`config.mk`:
```
export PLATFORM = sky130hd
export DESIGN_NAME = grid_neighborhood_enumerator_top
export DESIGN_NICKNAME = d
export VERILOG_FILES = /design/src/hdl/gne_pkg.sv /design/src/hdl/gne_front.sv /design/src/hdl/gne_fifo.sv /design/src/hdl/gne_back.sv /design/src/hdl/grid_neighborhood_enumerator_top.sv
export SDC_FILE = /design/constraint.sdc
export NUM_CORES = 1
export LEC_CHECK = 0
export BUFFER_PORTS_ARGS = -buffer_cell sky130_fd_sc_hd__buf_2
export CAP_MARGIN = 10
export CORE_AREA = 2 2 109 190
export DETAILED_ROUTE_END_ITERATION = 12
export DIE_AREA = 0 0 111 192
export PLACE_DENSITY = 0.72
export SKIP_LAST_GASP = 1
export SYNTH_ARGS = -nofsm -noshare
export SYNTH_HDL_FRONTEND = slang
export SYNTH_SLANG_ARGS = --single-unit
export TNS_END_PERCENT = 20
```
`constraint.sdc`:
```
create_clock -name clk -period 6.8 [get_ports clk]
set_clock_uncertainty 0.15 [all_clocks]
set_input_delay 0.68 -clock clk [delete_from_list [all_inputs] [get_ports clk]]
set_output_delay 0.68 -clock clk [all_outputs]
set_load 0.02 [all_outputs]
```
`src/hdl/gne_pkg.sv`:
```
`timescale 1ns / 1ps
`default_nettype none
// ============================================================================
// gne_pkg: shared types and tables of the grid neighborhood enumerator
// Job record, offset type, row half-width table and status groups.
// ============================================================================
package gne_pkg;

    localparam int CoordW = 16;
    localparam int DataW  = 32;
    localparam int AddrW  = 3;

    // register index, taken from paddr[2]
    localparam logic REG_WINDOW_SIZE = 1'b0;
    localparam logic REG_CIRCLE_MODE = 1'b1;

    localparam logic [2:0] WINDOW_SIZE_RST = 3'd3;

    typedef logic signed [2:0] offs_t;

    typedef struct packed {
        logic [CoordW-1:0] cx;
        logic [CoordW-1:0] cy;
        logic [1:0]        r;
        logic              circ;
    } job_t;

    typedef struct packed {
        logic full;
        logic empty;
    } fifo_stat_t;

    typedef struct packed {
        logic idle;
        logic pend_valid;
    } back_stat_t;

    // floor(sqrt(r*r - dy*dy)) in circle mode, r in square mode
    function automatic logic [1:0] half_width(input logic [1:0] r, input offs_t dy,
                                              input logic circ);
        logic [2:0] mag;
        logic [1:0] a;
        logic [1:0] h;
        mag = dy[2] ? 3'(-dy) : 3'(dy);
        a   = mag[1:0];
        h   = 2'd0;
        if (!circ) begin
            h = r;
        end
        else begin
            unique case ({r, a})
                4'b11_00: h = 2'd3;
                4'b11_01: h = 2'd2;
                4'b11_10: h = 2'd2;
                4'b10_00: h = 2'd2;
                4'b10_01: h = 2'd1;
                4'b01_00: h = 2'd1;
                default:  h = 2'd0;
            endcase
        end
        return h;
    endfunction

endpackage
`default_nettype wire

```
`src/hdl/gne_front.sv`:
```
`timescale 1ns / 1ps
`default_nettype none
// ============================================================================
// gne_front: configuration registers and center intake
// Holds window_size and circle_mode, turns each accepted center into a job.
// ============================================================================
module gne_front
    import gne_pkg::*;
(
    input  wire logic              clk,
    input  wire logic              rst_n,
    input  wire logic              psel,
    input  wire logic              penable,
    input  wire logic              pwrite,
    input  wire logic [AddrW-1:0]  paddr,
    input  wire logic [DataW-1:0]  pwdata,
    output logic      [DataW-1:0]  prdata,
    output logic                   pready,
    input  wire logic              in_valid,
    output logic                   in_ready,
    input  wire logic [CoordW-1:0] center_x,
    input  wire logic [CoordW-1:0] center_y,
    input  wire fifo_stat_t        fifo_stat,
    output logic                   push,
    output job_t                   push_job
);

    logic [2:0] window_size_reg;
    logic       circle_mode_reg;
    logic       wr_en;
    logic [2:0] size_m1;
    logic [1:0] radius;

    assign pready = 1'b1;
    assign wr_en  = psel & penable & pwrite & pready;

    always_ff @(posedge clk or negedge rst_n)
    begin
        if (!rst_n)
        begin
            window_size_reg <= WINDOW_SIZE_RST;
            circle_mode_reg <= 1'b0;
        end
        else if (wr_en)
        begin
            unique case (paddr[2])
                REG_WINDOW_SIZE: window_size_reg <= pwdata[2:0];
                REG_CIRCLE_MODE: circle_mode_reg <= pwdata[0];
                default: ;
            endcase
        end
    end

    always_comb
    begin
        unique case (paddr[2])
            REG_WINDOW_SIZE: prdata = {{(DataW-3){1'b0}}, window_size_reg};
            REG_CIRCLE_MODE: prdata = {{(DataW-1){1'b0}}, circle_mode_reg};
            default:         prdata = '0;
        endcase
    end

    // radius = (size - 1) / 2, zero for size zero
    assign size_m1 = window_size_reg - 3'd1;
    assign radius  = (window_size_reg == 3'd0) ? 2'd0 : size_m1[2:1];

    assign in_ready      = !fifo_stat.full;
    assign push          = in_valid & in_ready;
    assign push_job.cx   = center_x;
    assign push_job.cy   = center_y;
    assign push_job.r    = radius;
    assign push_job.circ = circle_mode_reg;

endmodule
`default_nettype wire

```
`src/hdl/gne_fifo.sv`:
```
`timescale 1ns / 1ps
`default_nettype none
// ============================================================================
// gne_fifo: two-entry job queue
// Decouples center intake from neighbor generation.
// ============================================================================
module gne_fifo
    import gne_pkg::*;
(
    input  wire logic clk,
    input  wire logic rst_n,
    input  wire logic push,
    input  wire job_t push_job,
    input  wire logic pop,
    output job_t      pop_job,
    output fifo_stat_t stat
);

    job_t       mem [2];
    logic       wr_ptr_reg;
    logic       rd_ptr_reg;
    logic [1:0] count_reg;

    assign stat.full  = (count_reg == 2'd2);
    assign stat.empty = (count_reg == 2'd0);
    assign pop_job    = mem[rd_ptr_reg];

    always_ff @(posedge clk)
    begin
        if (push)
        begin
            mem[wr_ptr_reg] <= push_job;
        end
    end

    always_ff @(posedge clk or negedge rst_n)
    begin
        if (!rst_n)
        begin
            wr_ptr_reg <= 1'b0;
            rd_ptr_reg <= 1'b0;
            count_reg  <= 2'd0;
        end
        else
        begin
            if (push)
            begin
                wr_ptr_reg <= !wr_ptr_reg;
            end
            if (pop)
            begin
                rd_ptr_reg <= !rd_ptr_reg;
            end
            unique case ({push, pop})
                2'b10:   count_reg <= count_reg + 2'd1;
                2'b01:   count_reg <= count_reg - 2'd1;
                default: count_reg <= count_reg;
            endcase
        end
    end

endmodule
`default_nettype wire

```
`src/hdl/gne_back.sv`:
```
`timescale 1ns / 1ps
`default_nettype none
// ============================================================================
// gne_back: neighbor generator
// Walks the window row by row, drops clipped cells and the center, and holds
// one cell back so the final one can carry last.
// ============================================================================
module gne_back
    import gne_pkg::*;
(
    input  wire logic              clk,
    input  wire logic              rst_n,
    input  wire fifo_stat_t        fifo_stat,
    input  wire job_t              pop_job,
    output logic                   pop,
    output logic                   out_valid,
    input  wire logic              out_ready,
    output logic      [CoordW-1:0] cell_x,
    output logic      [CoordW-1:0] cell_y,
    output logic                   last,
    output back_stat_t             stat
);

    typedef enum logic [1:0] {
        ST_IDLE,
        ST_RUN,
        ST_FLUSH
    } state_t;

    state_t            state_reg;
    job_t              job_reg;
    offs_t             dx_reg;
    offs_t             dy_reg;
    logic              pend_valid_reg;
    logic [CoordW-1:0] pend_x_reg;
    logic [CoordW-1:0] pend_y_reg;
    logic              out_valid_reg;
    logic [CoordW-1:0] out_x_reg;
    logic [CoordW-1:0] out_y_reg;
    logic              out_last_reg;

    logic [1:0]        half_cur;
    logic [1:0]        half_nxt;
    logic [1:0]        half_first;
    offs_t             dy_nxt;
    offs_t             pop_r_neg;
    logic [CoordW+1:0] x_sum;
    logic [CoordW+1:0] y_sum;
    logic              cand_ok;
    logic              row_end;
    logic              last_iter;
    logic              out_free;
    logic              stall;

    assign pop_r_neg  = -offs_t'({1'b0, pop_job.r});
    assign half_first = half_width(pop_job.r, pop_r_neg, pop_job.circ);
    assign half_cur   = half_width(job_reg.r, dy_reg, job_reg.circ);
    assign dy_nxt     = dy_reg + offs_t'(1);
    assign half_nxt   = half_width(job_reg.r, dy_nxt, job_reg.circ);

    assign x_sum = {2'b00, job_reg.cx} + {{(CoordW-1){dx_reg[2]}}, dx_reg};
    assign y_sum = {2'b00, job_reg.cy} + {{(CoordW-1){dy_reg[2]}}, dy_reg};

    assign cand_ok   = (x_sum[CoordW+1:CoordW] == 2'b00)
                     && (y_sum[CoordW+1:CoordW] == 2'b00)
                     && !((dx_reg == offs_t'(0)) && (dy_reg == offs_t'(0)));
    assign row_end   = (dx_reg == offs_t'({1'b0, half_cur}));
    assign last_iter = row_end && (dy_reg == offs_t'({1'b0, job_reg.r}));
    assign out_free  = !out_valid_reg || out_ready;
    assign stall     = cand_ok && pend_valid_reg && !out_free;
    assign pop       = (state_reg == ST_IDLE) && !fifo_stat.empty;

    assign out_valid       = out_valid_reg;
    assign cell_x          = out_x_reg;
    assign cell_y          = out_y_reg;
    assign last            = out_last_reg;
    assign stat.idle       = (state_reg == ST_IDLE);
    assign stat.pend_valid = pend_valid_reg;

    always_ff @(posedge clk or negedge rst_n)
    begin
        if (!rst_n)
        begin
            state_reg      <= ST_IDLE;
            job_reg        <= '0;
            dx_reg         <= '0;
            dy_reg         <= '0;
            pend_valid_reg <= 1'b0;
            pend_x_reg     <= '0;
            pend_y_reg     <= '0;
            out_valid_reg  <= 1'b0;
            out_x_reg      <= '0;
            out_y_reg      <= '0;
            out_last_reg   <= 1'b0;
        end
        else
        begin
            if (out_valid_reg && out_ready)
            begin
                out_valid_reg <= 1'b0;
            end
            unique case (state_reg)
                ST_IDLE:
                begin
                    if (pop)
                    begin
                        job_reg   <= pop_job;
                        dy_reg    <= pop_r_neg;
                        dx_reg    <= -offs_t'({1'b0, half_first});
                        state_reg <= ST_RUN;
                    end
                end
                ST_RUN:
                begin
                    if (!stall)
                    begin
                        if (cand_ok)
                        begin
                            if (pend_valid_reg)
                            begin
                                out_valid_reg <= 1'b1;
                                out_x_reg     <= pend_x_reg;
                                out_y_reg     <= pend_y_reg;
                                out_last_reg  <= 1'b0;
                            end
                            pend_valid_reg <= 1'b1;
                            pend_x_reg     <= x_sum[CoordW-1:0];
                            pend_y_reg     <= y_sum[CoordW-1:0];
                        end
                        if (last_iter)
                        begin
                            state_reg <= ST_FLUSH;
                        end
                        else if (row_end)
                        begin
                            dy_reg <= dy_nxt;
                            dx_reg <= -offs_t'({1'b0, half_nxt});
                        end
                        else
                        begin
                            dx_reg <= dx_reg + offs_t'(1);
                        end
                    end
                end
                ST_FLUSH:
                begin
                    if (!pend_valid_reg)
                    begin
                        state_reg <= ST_IDLE;
                    end
                    else if (out_free)
                    begin
                        out_valid_reg  <= 1'b1;
                        out_x_reg      <= pend_x_reg;
                        out_y_reg      <= pend_y_reg;
                        out_last_reg   <= 1'b1;
                        pend_valid_reg <= 1'b0;
                        state_reg      <= ST_IDLE;
                    end
                end
                default:
                begin
                    state_reg <= ST_IDLE;
                end
            endcase
        end
    end

endmodule
`default_nettype wire

```
`src/hdl/grid_neighborhood_enumerator_top.sv`:
```
`timescale 1ns / 1ps
`default_nettype none
// ============================================================================
// grid_neighborhood_enumerator_top: moving-window neighbor cell enumerator
// For each center (center_x, center_y) emits every in-grid neighbor of the
// square or circular window in row-major order, center excluded, with last
// on the final cell. A center is loaded from the queue, then the generator
// walks each window position (row widths summed, up to 49 for a 7x7 square)
// and closes by issuing the held cell, if any; output stalls hold the walk.
// A two-entry job queue takes new centers while the generator is busy.
// ============================================================================
module grid_neighborhood_enumerator_top
    import gne_pkg::*;
(
    input  wire logic              clk,
    input  wire logic              rst_n,
    input  wire logic              psel,
    input  wire logic              penable,
    input  wire logic              pwrite,
    input  wire logic [AddrW-1:0]  paddr,
    input  wire logic [DataW-1:0]  pwdata,
    output logic      [DataW-1:0]  prdata,
    output logic                   pready,
    input  wire logic              in_valid,
    output logic                   in_ready,
    input  wire logic [CoordW-1:0] center_x,
    input  wire logic [CoordW-1:0] center_y,
    output logic                   out_valid,
    input  wire logic              out_ready,
    output logic      [CoordW-1:0] cell_x,
    output logic      [CoordW-1:0] cell_y,
    output logic                   last
);

    fifo_stat_t fifo_stat;
    back_stat_t back_stat;
    job_t       push_job;
    job_t       pop_job;
    logic       push;
    logic       pop;

    gne_front u_front (
        .clk       (clk),
        .rst_n     (rst_n),
        .psel      (psel),
        .penable   (penable),
        .pwrite    (pwrite),
        .paddr     (paddr),
        .pwdata    (pwdata),
        .prdata    (prdata),
        .pready    (pready),
        .in_valid  (in_valid),
        .in_ready  (in_ready),
        .center_x  (center_x),
        .center_y  (center_y),
        .fifo_stat (fifo_stat),
        .push      (push),
        .push_job  (push_job)
    );

    gne_fifo u_fifo (
        .clk      (clk),
        .rst_n    (rst_n),
        .push     (push),
        .push_job (push_job),
        .pop      (pop),
        .pop_job  (pop_job),
        .stat     (fifo_stat)
    );

    gne_back u_back (
        .clk       (clk),
        .rst_n     (rst_n),
        .fifo_stat (fifo_stat),
        .pop_job   (pop_job),
        .pop       (pop),
        .out_valid (out_valid),
        .out_ready (out_ready),
        .cell_x    (cell_x),
        .cell_y    (cell_y),
        .last      (last),
        .stat      (back_stat)
    );

    a_fifo_count: assert property (@(posedge clk) disable iff (!rst_n)
        !(fifo_stat.full && fifo_stat.empty))
        else $error("job queue both full and empty");

    a_idle_no_pending: assert property (@(posedge clk) disable iff (!rst_n)
        back_stat.idle |-> !back_stat.pend_valid)
        else $error("held cell left behind when generator went idle");

    a_pop_nonempty: assert property (@(posedge clk) disable iff (!rst_n)
        pop |-> (!fifo_stat.empty && back_stat.idle))
        else $error("job taken from empty queue or by busy generator");

    a_last_then_idle: assert property (@(posedge clk) disable iff (!rst_n)
        ($rose(out_valid) && last) |-> back_stat.idle)
        else $error("last cell issued while generator still walking");

endmodule
`default_nettype wire

```
==> summary.md <==
| Metric | Value |
|---|---|
| Die height | between 150 and 200 µm |
| Layout Nets | ~980 |
| Largest net degree at the start of global routing | 81 |
| FMAX | roughly 230 MHz |
| Clock share of power | 16.2% |
| Total grt overflow | 0 |
| Register area share after synthesis | between 50 and 60% |
| Drt initial violations | approximately 180 |
| Leading area contributor after synthesis | dfrtp_1 |
| Cell area power density | ~550 mW/mm² |
| Post-CTS setup buffer count | 0 |
| CTS Sinks | roughly 190 |
| Worst-path cell chain | ha_1, and3_1, nand4_1, and2b_1, nor4_1, o211ai_1, a221oi_4, o21a_4, mux2_2 |
| Compound-Gate Fraction of Synth Area | between 10 and 15% |
| Ant diodes | 0 |
| Final cell count without fillers | 1113 |
| Initial Utilization | 49.6% |
| Total track usage | approximately 16% |
| First-pass DRT Iterations | 4 |
| Post-synth cell types | between 70 and 80 |
| Critical path data required time | ~7 ns |
| Max-cap violations | 0 |
| Share of the synthesized area in the top cell type | between 20% and 30% |
| Die X | ~110 µm |
| Max reg flops | 70 |
| TritonCTS clock tree | built |
| First-pass GRT wire length | 27700 µm |
| Max-slew violations | 0 |
| Proportion of synthesized area in mux cells | 14.5% |
| Via count | slightly below 6000 |
| Crit Path Max Fanout | 32 |
| CP Class | reg -> reg |
| Slowest CP cell | dfrtp_1 |
| Max-slew headroom | between 30 and 40% |
| CTS buffer count | 17 |
| Min-Delay Path Class | in -> async |
| Crit path buffers/inverters | 0 |
| Placed Cells | about 1100 |
| Final hold vios | 0 |
| DR WL/cell | between 10 and 15 µm |
| Routability Congestion | a little over 0.8 |
| CP Data Arrival Time | about 4.5 ns |
| Share of layout cells above drive strength 1 | a little under a quarter |
| CTS resizes | 0 |
| Synth warnings | 0 |
| Syn Area/Cell | about 12 µm² |
| Most frequent cell after synthesis | dfrtp_1 |
| Fillers | around 1600 |
| Vias in the first global route | roughly 5600 |
| Area Growth Syn to Fin | 10.5% |
| Internal power | 3.53 mW |
| Worst-Skew Late Latency | between 0.4 and 0.5 ns |
| Post-synth top cells | dfrtp_1 (116), edfxtp_1 (70), mux2_4 (57) |
| Root Driver | clkbuf_16 |
| Hold_buf cts | 0 |
| CP peak stage delay | slightly below 0.8 ns |
| CP Launch Type | flip-flop |
| Clk slew on worst S/H paths | approximately 0.070 ns |
| Multi-input logic area | roughly 0.0043 mm² |
| Post-Synth Adder-Cell Area | a little over 7% |
| Static leakage | about 5.0 nW |
| Via/cell ratio | approximately 5.3 |
| Final ANT Viol Nets | 0 |
| Switching power total | ~2.4 mW |
| Setup crit end kind | flip-flop |
| Register Area | slightly above 0.005 mm² |
| Final TNS setup | 0 ns |
| Post-synthesis simple-gate area fraction | ~7.4% |
| Area contributors post-synth | dfrtp_1 (30%), edfxtp_1 (22%), mux2_4 (8.8%) |
| PortBufs | 80 |
| Synthesized cell area | between 0.009 and 0.01 mm² |
| Post-synth EDFFs | 70 |
| Status | finished, final reports clean |
| Async SR Flop Fraction | 62.8% |
| WL final | 16500 µm |
| #FFs+latches synth | between 150 and 200 |
| Top Ports | approximately 140 |
| Crit path max-delay family | compound AO/OA/AOI/OAI gates |
| # setup viols final | 0 |
| Peak supply drop | ~0.25 mV |
| Die area | 0.0213 mm² |
| Ys flop type | dfrtp_1 |
| RSZ-0062 raised after global routing | no |
| Combinational Power Share | roughly 50% |
| Initial antenna violation count | 0 |
| DRC | 0 |
| Largest family of logic cells by synthesized area | multiplexers |
| H-tree depth | 4 |
| Sequential power share | roughly 33% |
| Clk buf depth | 2 |
| Syn Inst Count | 780 |
| Rows | 68 |
| Sw Ratio | approximately two fifths |
| Slew of the pin with the lowest slew margin | ~1.0 ns |
| Post-Synth XOR/XNOR Area | 3.06% |
| Tcrit/Tclk final | between 60% and 70% |
| HPWL Detailed | approximately 12000 µm |
| Minimum clock period | ~4.3 ns |
| Core Region | just under 0.02 mm² |
[per-stage QoR]
step | hold slack [ns] | power [mW] | cell area, µm² | utilization [%] | worst slack (ns)
2_1_floorplan | 0.234 | 4.38 | 9850 | - | 3.22
3_3_place_gp | 0.318 | 4.87 | 10200 | 51.9 | 2.55
3_5_place_dp | 0.327 | 4.98 | 10200 | 51.9 | 2.50
4_1_cts | 0.0634 | 5.95 | 10800 | 54.8 | 2.48
5_1_grt | 0.0778 | 6.39 | 10800 | 54.8 | 2.11
6_report | 0.0486 | 5.90 | 10800 | 54.8 | 2.51
[per-layer routing]
| metal | vias to the layer above | global-route usage (%) | share of wire, % |
|---|---|---|---|
| met3 | 27 | 3.16 | 3.8 |
| li1 | 2930 | - | - |
| met2 | 128 | 28.1 | 51 |
| met1 | 2772 | 19.6 | 43 |
| met4 | 0 | 6.01 | 2.0 |
| met5 | - | 0 | 0 |
[layout make-up]
cell class                 instances  share of cell area, %
clock buffer                      18                   3.98
tap                              245                   2.85
clock inverter                    13                   1.23
sequential                       188                   47.0
inverter                          27                  0.941
multi-input combinational        538                   40.0
timing repair buffer              84                   4.02
[power groups by stage]
stage | sequential (mW) | clock, mW | combinational, mW
3_3_place_gp | 1.96 | 0 | 2.91
5_1_grt | 2.01 | 1.03 | 3.35
2_1_floorplan | 1.93 | 0 | 2.45
6_report | 1.95 | 0.954 | 3.00
4_1_cts | 1.96 | 0.977 | 3.01
3_5_place_dp | 1.98 | 0 | 3.00
[logic make-up after synthesis]
| logic type | after synthesis |
|---|---|
| mux | 111 |
| simple gates | 148 |
| fa+ha+maj | 54 |
| buf+inv | 82 |
| other cells | 2 |
| compound gates | 161 |
| xor+xnor | 34 |
| flops | 188 |
[cells in the final DEF (no fill, tap or decap), types with 11 or more instances in the layout]
| master | netlist | routed |
|---|---|---|
| nor2_1 | 33 | 32 |
| o21ai_0 | 54 | 54 |
| mux2_4 | 57 | 57 |
| nand2_1 | 54 | 54 |
| dfrtp_1 | 116 | 115 |
| buf_2 | 2 | 79 |
| inv_1 | 27 | 27 |
| conb_1 | 2 | 30 |
| ha_1 | 52 | 52 |
| mux2_2 | 11 | 11 |
| mux2i_1 | 43 | 43 |
| xnor2_1 | 25 | 25 |
| edfxtp_1 | 70 | 70 |
| clkbuf_16 | 0 | 17 |
| a21oi_1 | 39 | 39 |
[worst paths after layout]
kind | start | end | slack [ns] | depth (start not counted)
setup / recovery | u_back.dx_reg[2]$_DFFE_PN0P_ | u_back.cell_x[10]$_DFFE_PN0P_ | 2.51 | 9
hold / removal | rst_n | u_back.job_reg[14]$_DFFE_PN0P_ | 0.05 | 1
setup reg to reg | u_back.dx_reg[2]$_DFFE_PN0P_ | u_back.cell_x[10]$_DFFE_PN0P_ | 2.51 | 9
hold reg to reg | u_back.job_reg[26]$_DFFE_PN0P_ | u_back.job_reg[26]$_DFFE_PN0P_ | 0.34 | 2
max in group asynchronous | rst_n | u_fifo.rd_ptr_reg$_DFFE_PN0P_ | 5.02 | 2
min in group clk | center_x[3] | u_fifo.mem[0][22]$_DFFE_PP_ | 0.28 | 1
(Power assumes the default switching activity.)
